`src/design/srgbd_pkg.sv`:
```
// types, constants and table builders for the srgb desaturator
package srgbd_pkg;

	localparam int unsigned CH_W             = 8;
	localparam int unsigned LIN_W            = 16;
	localparam int unsigned SAT_W            = 9;
	localparam int unsigned PROD_W           = 32;
	localparam int unsigned MIX_W            = 25;
	localparam int unsigned NUM_LANES        = 3;
	localparam int unsigned ENC_BITS_DEFAULT = 12;
	localparam int unsigned ENC_BITS_MAX     = 16;
	localparam int unsigned THR_W            = ENC_BITS_MAX + 1;
	localparam int unsigned DEC_DEPTH        = 256;
	localparam int unsigned SEARCH_STEPS     = CH_W;
	localparam int unsigned ARITH_STAGES     = 5;
	localparam int unsigned PIPE_STAGES      = ARITH_STAGES + SEARCH_STEPS;
	localparam int unsigned BIG_W            = 416;

	localparam logic [SAT_W-1:0] SAT_FULL = 9'd256;
	localparam logic [LIN_W-1:0] LIN_MAX  = 16'hFFFF;

	// luma weights in Q0.16, lane order red, green, blue; they sum to 65536
	localparam logic [NUM_LANES-1:0][LIN_W-1:0] LUMA_WEIGHT = {16'd4732, 16'd46871, 16'd13933};

	typedef logic [BIG_W-1:0] big_t;
	typedef logic [DEC_DEPTH-1:0][LIN_W-1:0] dec_rom_t;
	typedef logic [DEC_DEPTH-1:0][THR_W-1:0] enc_thr_t;

	// 1.055 * 255000 rescaled: decode base (1000*v + 14025) / 269025
	localparam int unsigned DEC_DEN = 269025;

	function automatic big_t big_pow(input big_t base, input int unsigned e);
		big_t acc;
		acc = big_t'(1);
		for (int unsigned j = 0; j < e; j++) begin
			acc = acc * base;
		end
		return acc;
	endfunction

	// round(65535 * decode(i/255)), exact integer search on the 2.4 power
	function automatic dec_rom_t build_dec_rom();
		dec_rom_t    rom;
		big_t        c12;
		big_t        lhs;
		big_t        rhs;
		int unsigned lo;
		int unsigned hi;
		int unsigned mid;
		rom = '0;
		c12 = big_pow(big_t'(DEC_DEN), 12);
		for (int unsigned i = 0; i < DEC_DEPTH; i++) begin
			if (i <= 10) begin
				rom[i[7:0]] = 16'((1310700 * i + 32946) / 65892);
			end else begin
				lhs = big_pow(big_t'(1000 * i + 14025), 12) * big_pow(big_t'(131070), 5);
				lo  = 0;
				hi  = 65535;
				while (lo < hi) begin
					mid = (lo + hi + 1) >> 1;
					rhs = c12 * big_pow(big_t'(2 * mid - 1), 5);
					if (lhs >= rhs) begin
						lo = mid;
					end else begin
						hi = mid - 1;
					end
				end
				rom[i[7:0]] = 16'(lo);
			end
		end
		return rom;
	endfunction

	// first encode index whose code reaches k; 2^eb when no index does
	function automatic enc_thr_t build_enc_thr(input int unsigned eb);
		enc_thr_t          thr;
		big_t              c12;
		big_t              lim;
		longint unsigned   top;
		longint unsigned   lo;
		longint unsigned   hi;
		longint unsigned   mid;
		longint unsigned   kk;
		bit                hit;
		thr = '0;
		c12 = big_pow(big_t'(DEC_DEN), 12);
		top = 64'd1 << eb;
		for (int unsigned k = 1; k < DEC_DEPTH; k++) begin
			kk  = 64'(k);
			lim = big_pow(big_t'(1000 * k + 14025), 12) << (5 * eb);
			lo  = 0;
			hi  = top;
			while (lo < hi) begin
				mid = (lo + hi) >> 1;
				if (mid * 64'd10000000 <= (64'd31308 << eb)) begin
					hit = (64'd32946 * mid >= kk * (64'd10 << eb));
				end else begin
					hit = (c12 * big_pow(big_t'(mid), 5) >= lim);
				end
				if (hit) begin
					hi = mid;
				end else begin
					lo = mid + 1;
				end
			end
			thr[k[7:0]] = THR_W'(lo);
		end
		return thr;
	endfunction

	localparam dec_rom_t DEC_ROM = build_dec_rom();

endpackage

```
`src/design/srgbd_decode_lane.sv`:
```
// one channel: srgb to linear table read, then weighted luma product
module srgbd_decode_lane (
	input  logic                          clk,
	input  logic [srgbd_pkg::CH_W-1:0]    chan,
	input  logic [srgbd_pkg::LIN_W-1:0]   weight,
	output logic [srgbd_pkg::LIN_W-1:0]   lin_s2,
	output logic [srgbd_pkg::PROD_W-1:0]  prod_s2
);

	logic [srgbd_pkg::LIN_W-1:0] lin_s1;

	always_ff @(posedge clk) begin
		lin_s1  <= srgbd_pkg::DEC_ROM[chan];
		lin_s2  <= lin_s1;
		prod_s2 <= {16'b0, lin_s1} * {16'b0, weight};
	end

endmodule

```
`src/design/srgbd_luma_merge.sv`:
```
// merges the three lane products into one luma value
module srgbd_luma_merge (
	input  logic                                                clk,
	input  logic [srgbd_pkg::NUM_LANES-1:0][srgbd_pkg::PROD_W-1:0] prod_s2,
	output logic [srgbd_pkg::LIN_W-1:0]                         luma_s3
);

	logic [srgbd_pkg::PROD_W-1:0] sum_w;

	// weights sum to 1.0 in Q0.16, so the total stays below 2^32
	assign sum_w = prod_s2[0] + prod_s2[1] + prod_s2[2];

	always_ff @(posedge clk) begin
		luma_s3 <= sum_w[srgbd_pkg::PROD_W-1 -: srgbd_pkg::LIN_W];
	end

endmodule

```
`src/design/srgbd_enc_search.sv`:
```
// linear to srgb encode as a pipelined binary search over code thresholds
module srgbd_enc_search #(
	parameter int unsigned ENC_BITS = srgbd_pkg::ENC_BITS_DEFAULT
) (
	input  logic                        clk,
	input  logic [ENC_BITS-1:0]         idx,
	output logic [srgbd_pkg::CH_W-1:0]  code
);

	localparam int unsigned STEPS = srgbd_pkg::SEARCH_STEPS;
	localparam srgbd_pkg::enc_thr_t ENC_THR = srgbd_pkg::build_enc_thr(ENC_BITS);

	logic [srgbd_pkg::CH_W-1:0] code_s  [STEPS];
	logic [ENC_BITS-1:0]        idx_s   [STEPS];
	logic [srgbd_pkg::CH_W-1:0] code_w  [STEPS];
	logic [ENC_BITS-1:0]        idx_w   [STEPS];
	logic [srgbd_pkg::CH_W-1:0] cand_w  [STEPS];
	logic                       take_w  [STEPS];

	for (genvar s = 0; s < STEPS; s++) begin : g_step
		if (s == 0) begin : g_first
			assign code_w[s] = '0;
			assign idx_w[s]  = idx;
		end else begin : g_next
			assign code_w[s] = code_s[s-1];
			assign idx_w[s]  = idx_s[s-1];
		end

		// try the next code bit, msb first
		assign cand_w[s] = code_w[s] | (srgbd_pkg::CH_W'(1) << (STEPS - 1 - s));
		assign take_w[s] = ENC_THR[cand_w[s]][ENC_BITS:0] <= {1'b0, idx_w[s]};

		always_ff @(posedge clk) begin
			idx_s[s]  <= idx_w[s];
			code_s[s] <= take_w[s] ? cand_w[s] : code_w[s];
		end
	end

	assign code = code_s[STEPS-1];

endmodule

```
`src/design/srgbd_mix_lane.sv`:
```
// one channel: blend linear value with luma, clamp, encode back to srgb
module srgbd_mix_lane #(
	parameter int unsigned ENC_BITS = srgbd_pkg::ENC_BITS_DEFAULT
) (
	input  logic                         clk,
	input  logic [srgbd_pkg::LIN_W-1:0]  lin_s2,
	input  logic [srgbd_pkg::LIN_W-1:0]  luma_s3,
	input  logic [srgbd_pkg::SAT_W-1:0]  sat,
	input  logic [srgbd_pkg::SAT_W-1:0]  sat_inv,
	output logic [srgbd_pkg::CH_W-1:0]   code
);

	localparam int unsigned SUM_W = srgbd_pkg::MIX_W + 1;
	localparam int unsigned SHR_W = SUM_W - 8;

	logic [srgbd_pkg::LIN_W-1:0] lin_s3;
	logic [srgbd_pkg::MIX_W-1:0] p_lin_s4;
	logic [srgbd_pkg::MIX_W-1:0] p_luma_s4;
	logic [ENC_BITS-1:0]         idx_s5;
	logic [SUM_W-1:0]            sum_w;
	logic [SHR_W-1:0]            mixed_w;
	logic [srgbd_pkg::LIN_W-1:0] clamp_w;

	assign sum_w   = {1'b0, p_lin_s4} + {1'b0, p_luma_s4};
	assign mixed_w = sum_w[SUM_W-1:8];
	assign clamp_w = (mixed_w > SHR_W'(srgbd_pkg::LIN_MAX)) ? srgbd_pkg::LIN_MAX
		: mixed_w[srgbd_pkg::LIN_W-1:0];

	always_ff @(posedge clk) begin
		lin_s3    <= lin_s2;
		p_lin_s4  <= {16'b0, sat} * {9'b0, lin_s3};
		p_luma_s4 <= {16'b0, sat_inv} * {9'b0, luma_s3};
		idx_s5    <= clamp_w[srgbd_pkg::LIN_W-1 -: ENC_BITS];
	end

	srgbd_enc_search #(
		.ENC_BITS (ENC_BITS)
	) u_enc (
		.clk  (clk),
		.idx  (idx_s5),
		.code (code)
	);

endmodule

```
`src/design/srgb_pixel_desaturate.sv`:
```
// top level of the linear-light srgb pixel desaturator
//
// channel    dir  handshake               word
// pixel in   in   start, busy             red_in, green_in, blue_in
// pixel out  out  done, one cycle         red_out, green_out, blue_out
// config     in   cfg_we                  cfg_wdata (saturation, 0..256)
//
// one pixel per clock; busy stays low, so start alone takes a pixel
// done follows the start edge through five arithmetic stages (table read,
// luma products, luma sum, blend products, clamp) and an eight-step
// pipelined search of the encode thresholds
// reset clears the valid pipeline and sets saturation to 256
// the receiver cannot stall: each word stands on the outputs for one cycle
module srgb_pixel_desaturate #(
	parameter int unsigned ENC_BITS = srgbd_pkg::ENC_BITS_DEFAULT
) (
	input  logic                         clk,
	input  logic                         arst_n,
	input  logic                         start,
	output logic                         busy,
	input  logic [srgbd_pkg::CH_W-1:0]   red_in,
	input  logic [srgbd_pkg::CH_W-1:0]   green_in,
	input  logic [srgbd_pkg::CH_W-1:0]   blue_in,
	output logic                         done,
	output logic [srgbd_pkg::CH_W-1:0]   red_out,
	output logic [srgbd_pkg::CH_W-1:0]   green_out,
	output logic [srgbd_pkg::CH_W-1:0]   blue_out,
	input  logic                         cfg_we,
	input  logic [srgbd_pkg::SAT_W-1:0]  cfg_wdata
);

	localparam int unsigned LANES  = srgbd_pkg::NUM_LANES;
	localparam int unsigned STAGES = srgbd_pkg::PIPE_STAGES;

	logic [srgbd_pkg::SAT_W-1:0]                   sat_q;
	logic [srgbd_pkg::SAT_W-1:0]                   sat_inv;
	logic [STAGES-1:0]                             vld_q;
	logic [LANES-1:0][srgbd_pkg::CH_W-1:0]         chan_w;
	logic [LANES-1:0][srgbd_pkg::LIN_W-1:0]        lin_s2;
	logic [LANES-1:0][srgbd_pkg::PROD_W-1:0]       prod_s2;
	logic [srgbd_pkg::LIN_W-1:0]                   luma_s3;
	logic [LANES-1:0][srgbd_pkg::CH_W-1:0]         code_w;

	assign busy = 1'b0;

	// saturation above full scale behaves as full scale
	always_ff @(posedge clk or negedge arst_n) begin
		if (!arst_n) begin
			sat_q <= srgbd_pkg::SAT_FULL;
		end else if (cfg_we) begin
			sat_q <= (cfg_wdata > srgbd_pkg::SAT_FULL) ? srgbd_pkg::SAT_FULL : cfg_wdata;
		end
	end

	always_ff @(posedge clk or negedge arst_n) begin
		if (!arst_n) begin
			vld_q <= '0;
		end else begin
			vld_q <= {vld_q[STAGES-2:0], start && !busy};
		end
	end

	assign sat_inv = srgbd_pkg::SAT_FULL - sat_q;

	assign chan_w[0] = red_in;
	assign chan_w[1] = green_in;
	assign chan_w[2] = blue_in;

	for (genvar l = 0; l < LANES; l++) begin : g_lane
		srgbd_decode_lane u_dec (
			.clk     (clk),
			.chan    (chan_w[l]),
			.weight  (srgbd_pkg::LUMA_WEIGHT[l]),
			.lin_s2  (lin_s2[l]),
			.prod_s2 (prod_s2[l])
		);

		srgbd_mix_lane #(
			.ENC_BITS (ENC_BITS)
		) u_mix (
			.clk     (clk),
			.lin_s2  (lin_s2[l]),
			.luma_s3 (luma_s3),
			.sat     (sat_q),
			.sat_inv (sat_inv),
			.code    (code_w[l])
		);
	end

	srgbd_luma_merge u_merge (
		.clk     (clk),
		.prod_s2 (prod_s2),
		.luma_s3 (luma_s3)
	);

	assign done      = vld_q[STAGES-1];
	assign red_out   = code_w[0];
	assign green_out = code_w[1];
	assign blue_out  = code_w[2];

endmodule

```
`config.mk`:
```
export PLATFORM = sky130hd
export DESIGN_NAME = srgb_pixel_desaturate
export DESIGN_NICKNAME = d
export VERILOG_FILES = /design/src/design/srgbd_pkg.sv /design/src/design/srgbd_decode_lane.sv /design/src/design/srgbd_luma_merge.sv /design/src/design/srgbd_enc_search.sv /design/src/design/srgbd_mix_lane.sv /design/src/design/srgb_pixel_desaturate.sv
export SDC_FILE = /design/constraint.sdc
export NUM_CORES = 2
export LEC_CHECK = 0
export BUFFER_PORTS_ARGS = -buffer_cell sky130_fd_sc_hd__buf_2
export CAP_MARGIN = 20
export CORE_MARGIN = 2
export CORE_UTILIZATION = 55
export CTS_CLUSTER_SIZE = 8
export DETAILED_ROUTE_END_ITERATION = 8
export PLACE_DENSITY = 0.71
export SLEW_MARGIN = 10
export SYNTH_ARGS = -nofsm -noshare
export SYNTH_HDL_FRONTEND = slang
export SYNTH_SLANG_ARGS = --single-unit
```
`constraint.sdc`:
```
create_clock -name clk -period 7.38 [get_ports clk]
set_input_delay 0.738 -clock clk [delete_from_list [all_inputs] [get_ports clk]]
set_output_delay 0.738 -clock clk [all_outputs]
set_load 0.01 [all_outputs]
```
==> impl.org <==
** Detailed routing
- Using the TritonRoute via totals, the vias-per-cell ratio works out to 6.15.
- The detailed router finished its first iteration with 7611 violations.
- Post-detailed-route wirelength per cell :: 20.4 um
- The first detailed-routing pass ran for 9 iterations.
- Routed via count :: 70518
- Routed Wire Length :: 234000 um
- In the routed design, unresolved DRC markers number 0.
- Remaining antenna violation count :: 0

** CTS
- In this run the deepest clock path goes through 3 buffers.
- # resized after CTS :: 0
- Sinks on the clock net :: 763
- H-tree level count :: 3
- Clock-pin slew was measured on the worst setup and hold paths at 0.05 ns.
- Clock latency on the worst-skew pair :: 0.75 ns
- TritonCTS built the clock tree.
- Library cell used as clock root buffer :: sky130_fd_sc_hd__clkbuf_16
- Counting the buffers created by CTS gives 108.

** Synth
- Averaged over all synthesized cells, the footprint is 8.15 um^2.
- Warning count from the yosys run :: 0
- Post-synth top flop :: sky130_fd_sc_hd__dfxtp_1
- Share of synthesized flip-flops with an asynchronous set or reset :: 2.88%
- Largest cells by area after synthesis :: sky130_fd_sc_hd__dfxtp_1 18%, sky130_fd_sc_hd__fa_1 17%, sky130_fd_sc_hd__ha_1 16%
- Synthesized netlist cell count :: 9870
- Share of the synthesized area in the top cell type :: 18.4%
- Counting every net in the synthesized netlist gives 11604.
- Summing the sequential cell areas from Yosys gives 19.1% of the chip area.
- Number of unique standard cell types used by synthesis :: 92
- Area of the mapped netlist :: 80400 um^2
- In this run, synthesis inferred 0 flip-flops with an integrated enable.
- Cell accounting for the most synthesized area :: sky130_fd_sc_hd__dfxtp_1
- Total of flip-flops plus latches after synthesis :: 763

** Placement
- The congestion estimate from routability-driven global placement came to 1.01.
- # port buffers :: 61
- Detailed placement ended at an HPWL of 173000 um.

** Layout
- Highest-count cells in the layout ignoring fill and taps :: 1200 x sky130_fd_sc_hd__inv_1, 1026 x sky130_fd_sc_hd__ha_1, 995 x sky130_fd_sc_hd__nand2_1
- Most frequent standard cell in the layout excluding fill and tap cells :: sky130_fd_sc_hd__inv_1
- Relative to the synthesized area, the layout overhead comes to 5.19%.
- After the last flow step, the layout net total stands at 11257.
- The repair_antennas step left the layout with diodes totalling 0.
- Share of post-route cells with drive strength above 1 :: 4.15%

** Critical path
- The slowest stage of the critical path is the sky130_fd_sc_hd__xor2_1 cell.
- The largest single stage delay on the critical path is 0.84 ns.
- Req. time, crit path :: 7.99 ns
- Kind of launch point of the worst setup path :: register
- In this run the critical register-to-register path is captured at g_lane[0].u_mix.p_luma_s4[24].
- Worst-path maximum fanout :: 16
- Arrival time worst endpoint :: 7.05 ns
- The critical path is of the reg2reg type.
- Crit. Startpoint :: sat_q[0]
- Kind of capture point of the worst setup path :: register
- Startpoint of the most critical register-to-register path :: sat_q[0]
- In this run the register-to-register setup slack is 0.94 ns.
- Following the worst setup path forward leads to its endpoint at g_lane[0].u_mix.p_luma_s4[24].
- Depth of the most critical reg-to-reg path :: 21
- Crit-path cells :: inv_1 -> ha_1 -> inv_1 -> nor4_1 -> xor2_1 -> and2_1 -> fa_1 -> fa_1 -> fa_1 -> inv_1 -> fa_1 -> inv_1 -> ha_1 -> or3_1 -> o31ai_1 -> o2111a_1 -> o31ai_1 -> nor4_1 -> o31ai_1 -> a21oi_1 -> xnor2_1

** Floorplanning
- In this run the count of I/O pins placed on the die edge is 63.
- Number of rows in the core area :: 140
- Die width :: 386 um
- Y dimension of the die :: 386 um
- Effective utilization at floorplan :: 55.3%
- The region available for standard cell placement spans 145000 um^2.
- The die covers 149000 um^2.

** Flow run
- Max-capacitance violation count :: 0

** Hold path
- The worst hold path belongs to the class in2reg.
- Along the worst hold path, the cell count comes to 1.

** Global routing
- Global-route wire length before repair :: 374000 um
- Leftover overflow at the end of global routing :: 0
- The via count of the first global-routing pass was 69139.
- Pin count of the biggest net entering global routing :: 79
- GRT Total Usage :: 31.0%
- Initial antenna violation count :: 6

** STA
- On the final layout, the worst clock skew is 0.0620 ns.
- Subtracting the final worst setup slack from the clock period gives 6.44 ns.
- Final critical-path share of the clock period :: 87.3%
- At the pin with the least slew margin, the transition time is 1.15 ns.
- Endpoints failing setup :: 0
- Measured against its own limit, the worst slew margin works out to 23.2%.
- Setup repair after global routing missed its margin :: false
- The number of endpoints with negative hold slack in the final report came to 0.
- Static timing analysis puts the maximum clock frequency at 155 MHz.
- Max-slew violations :: 0
- Summed over all failing endpoints, the final setup total negative slack is 0 ns.

** Run status
- Result of the run :: completed
==> state kept, by name, indices dropped and copies added, names as in the netlist <==
name	cells
g_lane.u_dec.lin_s1	48
g_lane.u_dec.lin_s2	48
g_lane.u_dec.prod_s2	85
g_lane.u_mix.idx_s5	36
g_lane.u_mix.lin_s3	48
g_lane.u_mix.p_lin_s4	75
g_lane.u_mix.p_luma_s4	25
g_lane.u_mix.u_enc.code_s	108
g_lane.u_mix.u_enc.idx_s	252
sat_q	9
u_merge.luma_s3	16
vld_q	13
==> worst max-delay path: cells and delay by family (launching register included) <==
family | cells | cell delay, ns
flip-flops | 1 | 0.40
AO/OA/AOI/OAI | 5 | 1.18
AND/OR/NAND/NOR | 4 | 1.26
XOR/XNOR | 2 | 0.98
buffers and inverters | 4 | 0.25
adder cells (fa/ha/maj) | 6 | 2.29
==> kinds of logic (layout without fill, tap and decap cells) <==
family	count (synthesis)	after routing	synth area share [%]
simple gates	2659	2659	15.3
compound gates	2636	2636	20.6
buf+inv	1837	1518	8.59
fa+ha+maj	1697	1697	32.7
flops	763	763	19.1
xor+xnor	195	195	2.12
mux	82	82	1.57
other cells	1	1	0.00466
==> cells in the mapped netlist (44+ instances only) <==
cell type                  instances
sky130_fd_sc_hd__nand2_1         995
sky130_fd_sc_hd__o22ai_1          54
sky130_fd_sc_hd__o21a_1           74
sky130_fd_sc_hd__nor2b_1         101
sky130_fd_sc_hd__a211oi_1        181
sky130_fd_sc_hd__o31ai_1          44
sky130_fd_sc_hd__fa_1            671
sky130_fd_sc_hd__o311ai_0         44
sky130_fd_sc_hd__nor2_1          632
sky130_fd_sc_hd__a31oi_1         119
sky130_fd_sc_hd__nand2b_1        110
sky130_fd_sc_hd__a221oi_1         48
sky130_fd_sc_hd__xnor2_1         131
sky130_fd_sc_hd__xor2_1           64
sky130_fd_sc_hd__nand3_1         150
sky130_fd_sc_hd__inv_1          1200
sky130_fd_sc_hd__buf_1           123
sky130_fd_sc_hd__and2_1          301
sky130_fd_sc_hd__dfxtp_1         741
sky130_fd_sc_hd__nor3_1          158
sky130_fd_sc_hd__a21oi_1         727
sky130_fd_sc_hd__o211ai_1        143
sky130_fd_sc_hd__clkbuf_1        491
sky130_fd_sc_hd__o21ai_0         708
sky130_fd_sc_hd__a21o_1          118
sky130_fd_sc_hd__nand4_1          47
sky130_fd_sc_hd__a311oi_1         59
sky130_fd_sc_hd__ha_1           1026
==> routing by layer <==
| metal | track usage, % | wire, um | vias to the layer above |
|---|---|---|---|
| met5 | 0 | 25 | - |
| met4 | 13.8 | 11100 | 4 |
| met3 | 5.11 | 19300 | 692 |
| met2 | 49.8 | 106000 | 3331 |
| met1 | 41.1 | 97400 | 33528 |
| li1 | - | - | 32963 |
==> worst min-delay path by stage <==
stage	slack, ns	startpoint	end
floorplan	0.31	g_lane[0].u_dec.lin_s2[10]	g_lane[0].u_mix.lin_s3[10]
global placement	0.31	g_lane[2].u_dec.lin_s2[13]	g_lane[2].u_mix.lin_s3[13]
detailed placement	0.31	g_lane[2].u_dec.lin_s2[4]	g_lane[2].u_mix.lin_s3[4]
CTS	0.1	start	vld_q[0]
global route	0.14	start	vld_q[0]
finish	0.15	start	vld_q[0]
==> metrics by stage <==
stage / instance area, um^2 / util, % / instances / hold WS [ns] / setup slack, ns
2_1_floorplan: 80400 / - / 9870 / 0.310 / 1.87
3_3_place_gp: 81500 / 56.1 / 11326 / 0.311 / 1.15
3_5_place_dp: 81600 / 56.1 / 11327 / 0.312 / 1.02
4_1_cts: 84600 / 58.2 / 11466 / 0.0975 / 0.998
5_1_grt: 84600 / 58.2 / 11468 / 0.138 / 0.614
6_report: 84600 / 58.2 / 11468 / 0.146 / 0.941
==> layout make-up <==
cell class / count / area (um^2)
Clock inverter: 9 / 175
Fill cell: 13107 / 60800
Multi-Input combinational cell: 7270 / 58100
Timing Repair Buffer: 161 / 1080
Sequential cell: 763 / 15400
Tap cell: 1917 / 2400
Clock buffer: 129 / 2830
Inverter: 1219 / 4580
==> timing repair <==
item,CTS,global route
buffers inserted,0,0
endpoints found under the hold margin,9,0
hold buffers,1,0
Power is left out: the tool's default activity adds up to more than one toggle a clock period on the data nets, which glitch-free logic cannot reach.
